$ cat config.mk
export PLATFORM = sky130hd
export DESIGN_NAME = lpmf_cfg_regs
export DESIGN_NICKNAME = d
export VERILOG_FILES = /design/src/rtl/lpmf_pkg.sv /design/src/rtl/lpmf_cfg_regs.sv
export SDC_FILE = /design/constraint.sdc
export NUM_CORES = 1
export LEC_CHECK = 0
export BUFFER_PORTS_ARGS = -buffer_cell sky130_fd_sc_hd__buf_2
export CAP_MARGIN = 40
export CORE_UTILIZATION = 46
export DETAILED_ROUTE_END_ITERATION = 6
export PLACE_DENSITY = 0.82
export SYNTH_ARGS = -nofsm -noshare
export SYNTH_HDL_FRONTEND = slang
export SYNTH_SLANG_ARGS = --single-unit
$ cat constraint.sdc
create_clock -name clk -period 0.8 [get_ports clk]
set_input_delay 0.04 -clock clk [delete_from_list [all_inputs] [get_ports clk]]
set_output_delay 0.04 -clock clk [all_outputs]
set_load 0.05 [all_outputs]
$ cat src/rtl/lpmf_pkg.sv
// ---------------------------------------------------------------------------
// lpmf_pkg
// Shared widths, codes and beat types for the lidar point merge filter.
// ---------------------------------------------------------------------------
`default_nettype none

package lpmf_pkg;

    // Field widths
    localparam int COORD_BITS    = 24;
    localparam int ROT_FRAC_BITS = 16;
    localparam int COEF_BITS     = 32;
    localparam int TIME_BITS     = 32;
    localparam int OUT_TIME_BITS = TIME_BITS + 1;
    localparam int BYTE_BITS     = 8;
    localparam int BLIND_BITS    = 32;
    localparam int CFG_DATA_BITS = 32;
    localparam int CFG_IDX_BITS  = 3;

    // Transform store layout: three row-major 3x4 matrices
    localparam int AXES          = 3;
    localparam int XF_COLS       = 4;
    localparam int XF_WORDS      = AXES * XF_COLS;
    localparam int XF_COUNT      = 3;
    localparam int NUM_COEF      = XF_WORDS * XF_COUNT;
    localparam int COEF_IDX_BITS = 6;
    localparam int SLOT_BITS     = $clog2(XF_WORDS);
    localparam int NUM_PROD      = AXES * AXES;

    // Datapath widths
    localparam int PROD_BITS  = COEF_BITS + COORD_BITS;
    localparam int SUM_BITS   = PROD_BITS + 2;
    localparam int SHR_BITS   = SUM_BITS - ROT_FRAC_BITS;
    localparam int XF_BITS    = ((SHR_BITS > COEF_BITS) ? SHR_BITS : COEF_BITS) + 1;
    localparam int ABS_BITS   = COORD_BITS + 1;
    localparam int SQ_BITS    = 2 * COORD_BITS;
    localparam int D2_BITS    = SQ_BITS + 2;

    typedef logic signed [COORD_BITS-1:0] coord_t;
    typedef coord_t [AXES-1:0]            coord3_t;
    typedef logic signed [COEF_BITS-1:0]  coef_t;
    typedef coef_t [XF_WORDS-1:0]         xform_t;
    typedef coef_t [AXES-1:0]             coef3_t;
    typedef logic signed [PROD_BITS-1:0]  prod_t;
    typedef prod_t [NUM_PROD-1:0]         prod9_t;
    typedef logic signed [SUM_BITS-1:0]   sum_t;
    typedef logic signed [XF_BITS-1:0]    xf_t;
    typedef xf_t [AXES-1:0]               xf3_t;
    typedef logic [ABS_BITS-1:0]          abs_t;
    typedef logic [SQ_BITS-1:0]           sq_t;
    typedef sq_t [AXES-1:0]               sq3_t;
    typedef logic [D2_BITS-1:0]           d2_t;

    localparam sum_t ROUND_HALF = sum_t'(1) <<< (ROT_FRAC_BITS - 1);

    typedef enum logic {
        REQ_POINT,
        REQ_COEF
    } req_t;

    typedef enum logic {
        SRC_LIDAR1,
        SRC_LIDAR2
    } src_t;

    typedef enum logic [CFG_IDX_BITS-1:0] {
        REG_BOX_ENABLE,
        REG_BOX_MIN_X,
        REG_BOX_MAX_X,
        REG_BOX_MIN_Y,
        REG_BOX_MAX_Y,
        REG_BOX_MIN_Z,
        REG_BOX_MAX_Z,
        REG_BLIND_RANGE_SQ
    } cfg_reg_t;

    typedef struct packed {
        req_t                     req_type;
        src_t                     lidar_sel;
        coord_t                   pos_x;
        coord_t                   pos_y;
        coord_t                   pos_z;
        logic [BYTE_BITS-1:0]     reflect;
        logic [BYTE_BITS-1:0]     point_tag;
        logic [BYTE_BITS-1:0]     scan_line;
        logic [TIME_BITS-1:0]     time_offset;
        logic [TIME_BITS-1:0]     frame_shift;
        logic [COEF_IDX_BITS-1:0] coef_index;
        coef_t                    coef_value;
    } in_item_t;

    typedef struct packed {
        coord_t                   out_x;
        coord_t                   out_y;
        coord_t                   out_z;
        logic [BYTE_BITS-1:0]     out_reflect;
        logic [BYTE_BITS-1:0]     out_tag;
        logic [BYTE_BITS-1:0]     out_line;
        logic [OUT_TIME_BITS-1:0] out_time;
        src_t                     out_source;
    } out_item_t;

    // Live configuration
    typedef struct packed {
        logic                  box_enable;
        coord3_t               box_lo;
        coord3_t               box_hi;
        logic [BLIND_BITS-1:0] blind_lim;
    } cfg_t;

    // Fields that ride along the pipe untouched
    typedef struct packed {
        coord3_t                  pos;
        logic [BYTE_BITS-1:0]     reflect;
        logic [BYTE_BITS-1:0]     tag;
        logic [BYTE_BITS-1:0]     line;
        logic [OUT_TIME_BITS-1:0] time_sum;
        src_t                     src;
    } meta_t;

    // Products stage
    typedef struct packed {
        meta_t  meta;
        sq3_t   sq;
        prod9_t pbox;
        prod9_t pmrg;
        coef3_t tbox;
        coef3_t tmrg;
    } prod_data_t;

    // Sums stage
    typedef struct packed {
        meta_t meta;
        d2_t   d2;
        xf3_t  qbox;
        xf3_t  qmrg;
    } sum_data_t;

endpackage

`default_nettype wire

$ cat src/rtl/lpmf_cfg_regs.sv
// ---------------------------------------------------------------------------
// lpmf_cfg_regs
// Box bounds, box enable and blind-zone square, written over the cfg channel.
// ---------------------------------------------------------------------------
`default_nettype none

module lpmf_cfg_regs
    import lpmf_pkg::*;
(
    input  logic                     clk,
    input  logic                     rst_n,
    input  logic                     wr_en,
    input  logic [CFG_IDX_BITS-1:0]  wr_index,
    input  logic [CFG_DATA_BITS-1:0] wr_data,
    output cfg_t                     cfg
);

    logic                  box_enable_reg;
    coord3_t               box_lo_reg;
    coord3_t               box_hi_reg;
    logic [BLIND_BITS-1:0] blind_lim_reg;
    coord_t                wr_coord;

    assign wr_coord = coord_t'(wr_data[COORD_BITS-1:0]);

    always_ff @(posedge clk or negedge rst_n)
    begin
        if (!rst_n)
        begin
            box_enable_reg <= 1'b1;
            box_lo_reg[0]  <= coord_t'(-1000);
            box_hi_reg[0]  <= coord_t'(2000);
            box_lo_reg[1]  <= coord_t'(-1000);
            box_hi_reg[1]  <= coord_t'(1000);
            box_lo_reg[2]  <= coord_t'(-500);
            box_hi_reg[2]  <= coord_t'(1500);
            blind_lim_reg  <= BLIND_BITS'(2500);
        end
        else if (wr_en)
        begin
            unique case (cfg_reg_t'(wr_index))
                REG_BOX_ENABLE:     box_enable_reg <= wr_data[0];
                REG_BOX_MIN_X:      box_lo_reg[0]  <= wr_coord;
                REG_BOX_MAX_X:      box_hi_reg[0]  <= wr_coord;
                REG_BOX_MIN_Y:      box_lo_reg[1]  <= wr_coord;
                REG_BOX_MAX_Y:      box_hi_reg[1]  <= wr_coord;
                REG_BOX_MIN_Z:      box_lo_reg[2]  <= wr_coord;
                REG_BOX_MAX_Z:      box_hi_reg[2]  <= wr_coord;
                REG_BLIND_RANGE_SQ: blind_lim_reg  <= wr_data[BLIND_BITS-1:0];
                default:            ;
            endcase
        end
    end

    assign cfg.box_enable = box_enable_reg;
    assign cfg.box_lo     = box_lo_reg;
    assign cfg.box_hi     = box_hi_reg;
    assign cfg.blind_lim  = blind_lim_reg;

endmodule

`default_nettype wire

==> results of run 1 <==
layout make-up:
class / count / area [um^2]
Sequential cell: 177 / 4596
Clock buffer: 22 / 454.2
Fill cell: 659 / 2576
Multi-Input combinational cell: 185 / 2651
Tap cell: 184 / 230.2
Timing Repair Buffer: 359 / 4086
Clock inverter: 10 / 160.2
stage by stage:
| stage | util (%) | instance area [um^2] | setup TNS (ns) |
|---|---|---|---|
| global placement | 59.91 | 8840 | -53.96 |
| CTS | 78.66 | 11600 | -57.00 |
| detailed placement | 59.91 | 8840 | -58.91 |
| floorplan | - | 7398 | -34.47 |
| global route | 82.54 | 12180 | -65.00 |
| finish | 82.54 | 12180 | -58.80 |
cells in the mapped netlist:
| library cell | instances |
|---|---|
| sky130_fd_sc_hd__mux2_2 | 110 |
| sky130_fd_sc_hd__nand4_2 | 1 |
| sky130_fd_sc_hd__mux2_1 | 7 |
| sky130_fd_sc_hd__nand4b_4 | 3 |
| sky130_fd_sc_hd__buf_2 | 9 |
| sky130_fd_sc_hd__mux2_4 | 60 |
| sky130_fd_sc_hd__buf_6 | 11 |
| sky130_fd_sc_hd__dfstp_2 | 74 |
| sky130_fd_sc_hd__dfrtp_1 | 103 |
| sky130_fd_sc_hd__buf_4 | 3 |
| sky130_fd_sc_hd__nor4b_1 | 1 |
| sky130_fd_sc_hd__and4bb_1 | 3 |
worst paths after layout:
check | cells after the start | endpoint
worst max register to register | 2 | cfg[76]
worst min-delay path | 2 | cfg[160]
min in group clk | 3 | box_enable_reg
max in group asynchronous | 3 | cfg[114]
worst min register to register | 1 | blind_lim_reg[19]
worst max-delay path | 1 | cfg[141]
what timing repair did:
item	4_1_cts	5_1_grt
buffers inserted	49	45
gates resized for setup	446	92
endpoints found under the hold margin	310	0
setup endpoints to repair	177	277
hold buffers	33	0
pin swaps	0	0
cell usage in the layout (no fill, tap or decap), types with 2 or more instances in the layout:
cell,netlist,final
sky130_fd_sc_hd__clkbuf_16,0,17
sky130_fd_sc_hd__clkinvlp_4,0,4
sky130_fd_sc_hd__mux2_2,110,39
sky130_fd_sc_hd__buf_12,0,17
sky130_fd_sc_hd__clkinv_2,0,2
sky130_fd_sc_hd__and4bb_2,0,2
sky130_fd_sc_hd__nand4b_4,3,3
sky130_fd_sc_hd__dfstp_2,74,74
sky130_fd_sc_hd__dfrtp_2,0,59
sky130_fd_sc_hd__buf_2,9,36
sky130_fd_sc_hd__bufinv_16,0,4
sky130_fd_sc_hd__dfrtp_1,103,44
sky130_fd_sc_hd__buf_4,3,37
sky130_fd_sc_hd__buf_6,11,156
sky130_fd_sc_hd__mux2_4,60,138
sky130_fd_sc_hd__dlygate4sd3_1,0,33
sky130_fd_sc_hd__clkbuf_1,0,4
sky130_fd_sc_hd__buf_8,0,80
power groups by stage:
| stage | Sequential [W] | Clock (W) | Combinational [W] |
|---|---|---|---|
| after floorplan | 0.0200 | 0 | 0.00269 |
| after global placement | 0.0128 | 0 | 0.0127 |
| after detailed placement | 0.0129 | 0 | 0.0129 |
| after CTS | 0.0134 | 0.00876 | 0.0171 |
| after global routing | 0.0139 | 0.00924 | 0.0191 |
| final | 0.0138 | 0.00877 | 0.0186 |
kinds of logic (layout without fill, tap and decap cells):
logic type,Yosys count,after routing,share of synthesized area (%)
mux,177,177,31.41
buf+inv,23,391,2.711
simple gates,8,8,1.843
flops,177,177,64.03
per-layer routing:
layer	vias up	wire [um]
li1	2074	-
met1	2555	8487
met5	-	0
met3	68	950
met2	197	13070
met4	0	1193
==> implementation parameters, run 1 <==
Parameter                              Value

Run status
  Outcome ... finished, violations left
  Violated checks ... negative setup slack

Synth
  Dominant cells by area after synthesis ... sky130_fd_sc_hd__dfrtp_1, sky130_fd_sc_hd__dfstp_2, sky130_fd_sc_hd__mux2_2
  Register bit total from synthesis ... 177
  Proportion of synthesized chip area in sequential cells ... 64.03%
  Syn Nets ... 423
  Area share of the largest cell type after synthesis ... between 30% and 40%
  Cell type with the highest aggregate area in the netlist ... sky130_fd_sc_hd__dfrtp_1
  Netlist area before placement ... 7062 um^2
  Yosys warnings ... 0
  Mean post-synth cell area ... between 15 and 20 um^2
  Post-Synthesis Cells ... 385
  Synth cell types ... 12

STA
  Final number of max-transition violations ... 0
  Shortest period the worst path allows ... 1.190 ns
  Measured slew at the worst slew-check pin ... 0.3098 ns
  Worst slew margin relative to its limit ... 79.35%
  Unrepaired setup endpoints after global routing ... yes
  Final setup violation count ... 275
  Layout Skew ... 0 ns
  Hold WS ... roughly 0.074 ns
  Post-layout worst setup margin ... -0.3904 ns
  Timing-limited maximum frequency ... 840.1 MHz
  Final period utilization ... 148.8%
  Final Hold Viols ... 0

Floorplan
  Placeable core region ... 14750 um^2
  Starting density of the core ... 47.86%
  Die height ... roughly 130 um
  Ports ... ~220
  Number of standard-cell rows in the floorplan ... 44
  DIE AREA ... 15850 um^2
  Die width ... 125.9 um

Global route
  First-pass GRT wire length ... 34200 um
  Congestion Overflow GR ... 0
  Initial antenna violation count ... 0
  Via count of the first global-routing pass ... 5496
  GRT Resource Usage Total ... 29.46%
  Global Route met3 Usage ... roughly 5.7%
  Met2 global-route usage ... 52.58%
  Maximum number of pins on one net before global-route repair ... 35
  Met1 demand-to-capacity share in global routing ... 32.56%
  Busiest metal layer after global routing ... met2

Power and ir drop
  Seq pwr share ... 33.4%
  Switching share of power ... 37.83%
  Switching Power ... 0.01558 W
  P_int ... 0.02560 W
  Combinational fraction of design power ... 45.3%
  Clk network pwr share ... 21.3%
  Static leakage ... approximately 5.8 nW
  Power per cell area ... around 3400 nW/um^2
  Total power ... 0.04117 W
  Maximum vdd drop ... 1.931 mV

Worst setup path
  FF-to-FF Start ... cfg[76]
  Required time at the worst-slack endpoint ... 0.76 ns
  Data arrival time of the worst path ... 1.15 ns
  Nature of the critical path endpoint ... output port
  Series of cell instances along the critical path ... buf_8
  Startpoint type of the worst setup path ... flip-flop
  Family with the most delay on the worst path ... flip-flops
  Largest driver fanout on the critical path ... 2
  Largest incremental delay on the critical path ... 0.57 ns
  Slowest cell on the critical path ... sky130_fd_sc_hd__dfstp_2
  Start point of the critical path ... cfg[141]
  Type of the setup path with the least slack ... flip-flop to output port
  Worst path bufs/invs ... 1
  Minimum setup slack among reg-to-reg paths ... -0.15 ns

Job
  Max-cap violations ... 0

Clock network
  H-Tree Depth ... 4
  Root buffer cell ... sky130_fd_sc_hd__clkbuf_16
  Clock sinks ... 177
  Worst skew pair latency ... 0.43 ns
  CTS max path bufs ... 2
  Number of buffers created by CTS ... 17
  CTS tree ... built
  Clock-pin slew on the worst setup and hold paths ... 0.06 ns

Placed design
  Number of placed instances with taps included ... 790
  Half-perimeter wire length after placement ... 12190 um
  Final weighted congestion of routability-driven global placement ... 0.7974
  Pre-CTS setup slack ... -0.4235 ns
  Number of I/O port buffers ... 214

Finish
  Max reg flops ... 144
  Number of nets in the layout ... 778
  Inserted Diodes ... 0
  Layout cell share with drive strength beyond 1 ... approximately 89%
  Synthesis-to-layout area growth ... 72.45%
  Final Instance Count excl. Fillers ... roughly 940

Routing
  Vias per Instance ... roughly 5.2
  Total DRC errors in the routed layout ... 0
  Aggregate routed wire length ... 23700 um
  Average wire per cell in the routed design ... between 20 and 30 um
  First-pass iteration count of the detailed router ... 6
  Number of nets with antenna violations after routing ... 0
  Starting DRT DRC Count ... 184
  Vias after detailed routing ... 4894

Hold path
  Class of the tightest hold or removal check ... input pin to async pin
Power figures use the tool's default switching activity.
==> run 2, diff against run 1 <==
--- a/config.mk
+++ b/config.mk
@@ -5,7 +5,7 @@
 export SDC_FILE = /design/constraint.sdc
 export NUM_CORES = 1
 export LEC_CHECK = 0
-export BUFFER_PORTS_ARGS = -buffer_cell sky130_fd_sc_hd__buf_2
+export BUFFER_PORTS_ARGS = -buffer_cell sky130_fd_sc_hd__buf_4
 export CAP_MARGIN = 40
 export CORE_UTILIZATION = 46
 export DETAILED_ROUTE_END_ITERATION = 6
==> implementation parameters, run 2 (synthesized netlist as in run 1, its figures left out) <==
Parameter                              Value

Run status
  Outcome ... finished, violations left
  Violated checks ... negative setup slack

Global route
  Initial antenna violation count ... 0
  Maximum number of pins on one net before global-route repair ... 30
  Congestion Overflow GR ... 0
  GRT Resource Usage Total ... between 20% and 30%
  Via count of the first global-routing pass ... 5465
  First-pass GRT wire length ... 33290 um

Routing
  Starting DRT DRC Count ... 191
  Aggregate routed wire length ... 23010 um
  Vias per Instance ... 5.135
  Average wire per cell in the routed design ... 24.88 um
  Top layer in use ... met4
  Total DRC errors in the routed layout ... 0
  Metal2 WL ... 12780 um
  Number of nets with antenna violations after routing ... 0
  First-pass iteration count of the detailed router ... 4
  Detail Route met3 WL ... ~860 um
  Met1 Routed Length ... between 8000 and 9000 um
  Vias after detailed routing ... 4750

Finish
  Number of nets in the layout ... 766
  Synthesis-to-layout area growth ... 72.84%
  Inserted Diodes ... 0
  Highest-count cells in the layout ignoring fill and taps ... sky130_fd_sc_hd__buf_6, sky130_fd_sc_hd__mux2_4, sky130_fd_sc_hd__buf_8, sky130_fd_sc_hd__dfstp_2, sky130_fd_sc_hd__buf_4
  Layout cell share with drive strength beyond 1 ... 89.20%
  Final Instance Count excl. Fillers ... 925
  Number of filler instances in the final layout ... 675
  Most frequent standard cell in the layout excluding fill and tap cells ... sky130_fd_sc_hd__buf_6
  Post-layout util ... between 80% and 90%
  Final Instance Area ... 12210 um^2
  Area of the multi-input gates ... between 2000 and 3000 um^2
  Register cell area after layout ... 4596 um^2
  Max reg flops ... 144

Floorplan
  Number of standard-cell rows in the floorplan ... 44
  Ports ... 215
  Starting density of the core ... around 48%
  Die height ... around 130 um
  Placeable core region ... approximately 15000 um^2
  Die width ... 125.9 um
  DIE AREA ... 15850 um^2

Power and ir drop
  Static leakage ... 5.761 nW
  Power per cell area ... 3375 nW/um^2
  Maximum vdd drop ... 1.967 mV

STA
  Final setup violation count ... ~260
  Hold WS ... 0.08321 ns
  Unrepaired setup endpoints after global routing ... yes
  Layout Skew ... 0 ns
  Post-layout worst setup margin ... -0.4033 ns
  Final number of max-transition violations ... 0
  Accumulated negative setup slack ... -57.46 ns
  Worst slew margin relative to its limit ... 74.77%
  Measured slew at the worst slew-check pin ... 0.3785 ns
  Timing-limited maximum frequency ... 831.1 MHz
  Final Hold Viols ... 0
  Final period utilization ... 150.4%
  Shortest period the worst path allows ... 1.203 ns

Placed design
  Half-perimeter wire length after placement ... 12580 um
  Placed cell areas ... 9385 um^2
  Number of placed instances with taps included ... 790
  Number of I/O port buffers ... 214
  Final weighted congestion of routability-driven global placement ... 0.7977

Clock network
  CTS tree ... built
  Number of buffers created by CTS ... 17
  Clock sinks ... 177
  H-Tree Depth ... 4
  Clock-pin slew on the worst setup and hold paths ... approximately 0.070 ns
  CTS max path bufs ... 2
  Worst skew pair latency ... 0.42 ns
  Root buffer cell ... sky130_fd_sc_hd__clkbuf_16

Worst setup path
  Startpoint type of the worst setup path ... flip-flop
  Largest incremental delay on the critical path ... about 0.58 ns
  Data arrival time of the worst path ... 1.16 ns
  FF-to-FF Start ... cfg[141]
  Slowest cell on the critical path ... sky130_fd_sc_hd__dfstp_2
  Family with the most delay on the worst path ... flip-flops
  Required time at the worst-slack endpoint ... between 0.7 and 0.8 ns
  Largest driver fanout on the critical path ... 2
  Worst path bufs/invs ... 1
  Start point of the critical path ... cfg[143]
  Nature of the critical path endpoint ... output port
  Series of cell instances along the critical path ... buf_8
  Type of the setup path with the least slack ... flip-flop to output port

Job
  Max-cap violations ... 0

Hold path
  Startpoint of the most critical hold path ... wr_index[2]
  Class of the tightest hold or removal check ... input pin to flip-flop
-- run 2: changes by cell type in the layout (fill, tap and decap cells not counted), sizes merged --
cell      change
clkinv        +2
clkbuf        +1
bufinv        +1
buf          -13
clkinvlp      -3
-- run 2: layout make-up --
| type | count | share of cell area, % |
|---|---|---|
| clock buffers | 22 | 3.803 |
| repair buffers | 347 | 33.51 |
| multi-input cells | 185 | 21.66 |
| flip-flops and latches | 177 | 37.65 |
| well taps | 184 | 1.886 |
| clock inverters | 10 | 1.486 |
-- run 2: final timing paths --
check	to	slack (ns)	cells past startpoint
hold / removal	box_enable_reg	0.08	3
hold reg to reg	cfg[100]	0.53	1
min in group asynchronous	cfg[160]	0.11	2
max in group asynchronous	cfg[139]	0.12	3
setup reg to reg	cfg[141]	-0.16	3
setup / recovery	cfg[143]	-0.40	1
-- run 2: through the flow --
step           setup slack [ns]  total power [W]
6_report                -0.4033          0.04119
5_1_grt                 -0.4320          0.04231
4_1_cts                 -0.3941          0.03967
3_5_place_dp            -0.5015          0.02722
3_3_place_gp            -0.4100          0.02688
2_1_floorplan           -0.3144          0.02265
-- run 2: power breakdown --
group          leakage, nW  total (W)  internal (W)  switching (W)
logic                 3.50     0.0184       0.00841        0.00997
clock network        0.314    0.00915       0.00570        0.00344
registers             1.95     0.0137        0.0117        0.00196
total                 5.76     0.0412        0.0258         0.0154
-- run 2: what timing repair did --
action	CTS	global route
resized for setup	257	90
endpoints found under the setup margin	179	268
gates cloned	0	1
hold buffers	33	0
setup buffers	47	27
endpoints found under the hold margin	318	0
pin swaps	0	0
-- run 2: routing by layer --
metal | vias up | GRT usage (%)
li1 | 2047 | -
met1 | 2477 | 31.60
met2 | 165 | 52.88
met3 | 61 | 5.777
met4 | 0 | 12.69
met5 | - | 0
-- run 2: worst reg2reg max path: stages, from the launching register on --
cell and delay (ns):
sky130_fd_sc_hd__dfstp_2 0.57, sky130_fd_sc_hd__buf_4 0.12, sky130_fd_sc_hd__buf_6 0.08, sky130_fd_sc_hd__mux2_2 0.14
==> run 3, diff against run 2 <==
--- a/config.mk
+++ b/config.mk
@@ -7,9 +7,9 @@
 export LEC_CHECK = 0
 export BUFFER_PORTS_ARGS = -buffer_cell sky130_fd_sc_hd__buf_4
 export CAP_MARGIN = 40
-export CORE_UTILIZATION = 46
+export CORE_UTILIZATION = 51
 export DETAILED_ROUTE_END_ITERATION = 6
-export PLACE_DENSITY = 0.82
+export PLACE_DENSITY = 0.85
 export SYNTH_ARGS = -nofsm -noshare
 export SYNTH_HDL_FRONTEND = slang
 export SYNTH_SLANG_ARGS = --single-unit
==> constraint.sdc (replaced) <==
create_clock -name clk -period 1.5 [get_ports clk]
set_input_delay 0.075 -clock clk [delete_from_list [all_inputs] [get_ports clk]]
set_output_delay 0.075 -clock clk [all_outputs]
set_load 0.1 [all_outputs]
==> implementation parameters, run 3 (synthesized netlist as in run 1, its figures left out) <==
Parameter                              Value

Run status
  Outcome ... finished clean

Placed design
  Final weighted congestion of routability-driven global placement ... 0.7533
  Number of I/O port buffers ... 214
  Pre-CTS setup slack ... between 0.1 and 0.15 ns
  Half-perimeter wire length after placement ... 11440 um

Power and ir drop
  Switching share of power ... between 40 and 50%
  Total power ... 0.02345 W
  Power per cell area ... between 2000 and 2500 nW/um^2
  Clk network pwr share ... 21.9%
  Static leakage ... 4.607 nW
  Maximum vdd drop ... 1.389 mV
  Combinational fraction of design power ... roughly half
  Switching Power ... about 0.011 W
  P_int ... 0.01196 W
  Seq pwr share ... 29.1%

Clock network
  CTS tree ... built
  Worst skew pair latency ... just over 0.4 ns
  H-Tree Depth ... 4
  Root buffer cell ... sky130_fd_sc_hd__clkbuf_16
  Clock-pin slew on the worst setup and hold paths ... 0.06 ns
  Clock sinks ... 177
  Number of buffers created by CTS ... 17
  Number of buffers inserted by post-CTS setup repair ... 0
  CTS max path bufs ... 2

Worst setup path
  Required time at the worst-slack endpoint ... 1.42 ns
  FF-to-FF Start ... cfg[100]
  Family with the most delay on the worst path ... flip-flops
  Data arrival time of the worst path ... approximately 1.3 ns
  Largest driver fanout on the critical path ... 2
  Minimum setup slack among reg-to-reg paths ... 0.68 ns
  Largest incremental delay on the critical path ... 0.55 ns
  Reg-to-reg endpoint ... cfg[100]
  Type of the setup path with the least slack ... flip-flop to output port
  Series of cell instances along the critical path ... buf_4
  Worst path bufs/invs ... 1
  Slowest cell on the critical path ... sky130_fd_sc_hd__dfstp_2
  Worst R2R Path Depth ... 1
  Startpoint type of the worst setup path ... flip-flop
  Nature of the critical path endpoint ... output port

Routing
  Total DRC errors in the routed layout ... 0
  Average wire per cell in the routed design ... 20.62 um
  Starting DRT DRC Count ... 243
  Aggregate routed wire length ... 17120 um
  Vias after detailed routing ... 4355
  First-pass iteration count of the detailed router ... 4
  Number of nets with antenna violations after routing ... 0
  Vias per Instance ... about 5.2

Global route
  First-pass GRT wire length ... between 20000 and 30000 um
  Initial antenna violation count ... 0
  Congestion Overflow GR ... 0
  Via count of the first global-routing pass ... between 4000 and 5000
  Maximum number of pins on one net before global-route repair ... 43
  GRT Resource Usage Total ... 24.98%

Floorplan
  Ports ... roughly 220
  Die height ... 119.7 um
  Die width ... 119.7 um
  Placeable core region ... 13350 um^2
  Number of standard-cell rows in the floorplan ... 42
  Starting density of the core ... 52.91%
  DIE AREA ... 14320 um^2

Finish
  Most frequent standard cell in the layout excluding fill and tap cells ... sky130_fd_sc_hd__buf_4
  Inserted Diodes ... 0
  Layout cell share with drive strength beyond 1 ... 77.37%
  Max reg flops ... between 100 and 150
  Highest-count cells in the layout ignoring fill and taps ... sky130_fd_sc_hd__buf_4, sky130_fd_sc_hd__mux2_2, sky130_fd_sc_hd__dfrtp_1, sky130_fd_sc_hd__dfstp_2, sky130_fd_sc_hd__mux2_4
  Synthesis-to-layout area growth ... 40.41%
  Number of filler instances in the final layout ... 795
  Number of nets in the layout ... 679
  Post-layout util ... 74.29%

STA
  Accumulated negative setup slack ... 0 ns
  Post-layout worst setup margin ... 0.1638 ns
  Unrepaired setup endpoints after global routing ... no
  Final number of max-transition violations ... 0
  Layout Skew ... 0 ns
  Shortest period the worst path allows ... 1.336 ns
  Final Hold Viols ... 0
  Timing-limited maximum frequency ... 748.4 MHz
  Measured slew at the worst slew-check pin ... 0.5450 ns
  Final setup violation count ... 0
  Worst slew margin relative to its limit ... 63.61%
  Final period utilization ... between 80 and 90%

Hold path
  Class of the tightest hold or removal check ... input pin to flip-flop
  Hold Path Sink ... box_enable_reg
  Cell depth of the worst min-delay path ... 3
  Startpoint of the most critical hold path ... wr_index[0]

Job
  Max-cap violations ... 0
run 3: cell types whose count changed in the layout (fill, tap and decap cells not counted), moves of 59 or more:
cell and delta:
sky130_fd_sc_hd__buf_4 +156, sky130_fd_sc_hd__buf_8 -76, sky130_fd_sc_hd__dfrtp_2 -59, sky130_fd_sc_hd__mux2_4 -75
sky130_fd_sc_hd__dfrtp_1 +59, sky130_fd_sc_hd__mux2_2 +68, sky130_fd_sc_hd__buf_6 -156
run 3: how the worst max path moves through the flow:
stage,slack [ns],start,cells past startpoint,endpoint
2_1_floorplan,0.21,blind_lim_reg[24],1,blind_lim_reg[24]
3_3_place_gp,0.21,wr_index[0],3,cfg[98]
3_5_place_dp,0.15,wr_index[0],3,cfg[97]
4_1_cts,0.15,cfg[59],1,cfg[59]
5_1_grt,0.13,cfg[122],1,cfg[122]
6_report,0.16,cfg[118],1,cfg[118]
run 3: repair_timing:
item                                   CTS  global route
resized for setup                        0             0
endpoints found under the hold margin  295             0
hold buffers                            33             0
run 3: per-stage QoR:
stage	cell area [um^2]	hold WS [ns]	std cells
floorplan	7062	-0.2206	385
global placement	8899	0.004241	765
detailed placement	8899	0.01142	765
CTS	9916	0.1110	830
global route	9916	0.1280	830
finish	9916	0.1299	830
run 3: worst min-delay path: stages:
cell and delay, ns:
sky130_fd_sc_hd__buf_4 0.15, sky130_fd_sc_hd__nor4b_1 0.07, sky130_fd_sc_hd__mux2_2 0.22
run 3: area by class of cell:
type	count	area [um^2]	share of cell area [%]
flip-flops and latches	177	4522	45.60
multi-input cells	185	2349	23.68
repair buffers	260	2138	21.56
clock buffers	22	454.2	4.580
clock inverters	10	232.7	2.347
well taps	176	220.2	2.221
run 3: power by group through the flow:
| stage | clock (W) | sequential, W | combinational [W] |
|---|---|---|---|
| after floorplan | 0 | 0.0146 | 0.00131 |
| after global placement | 0 | 0.00679 | 0.0113 |
| after detailed placement | 0 | 0.00687 | 0.0115 |
| after CTS | 0.00520 | 0.00681 | 0.0115 |
| after global routing | 0.00540 | 0.00693 | 0.0117 |
| final | 0.00514 | 0.00682 | 0.0115 |
run 3: metal layers:
layer	GRT usage, %	wire length [um]
met3	6.416	892
met1	32.29	7272
met5	0	0
met2	41.29	8737
met4	7.891	214
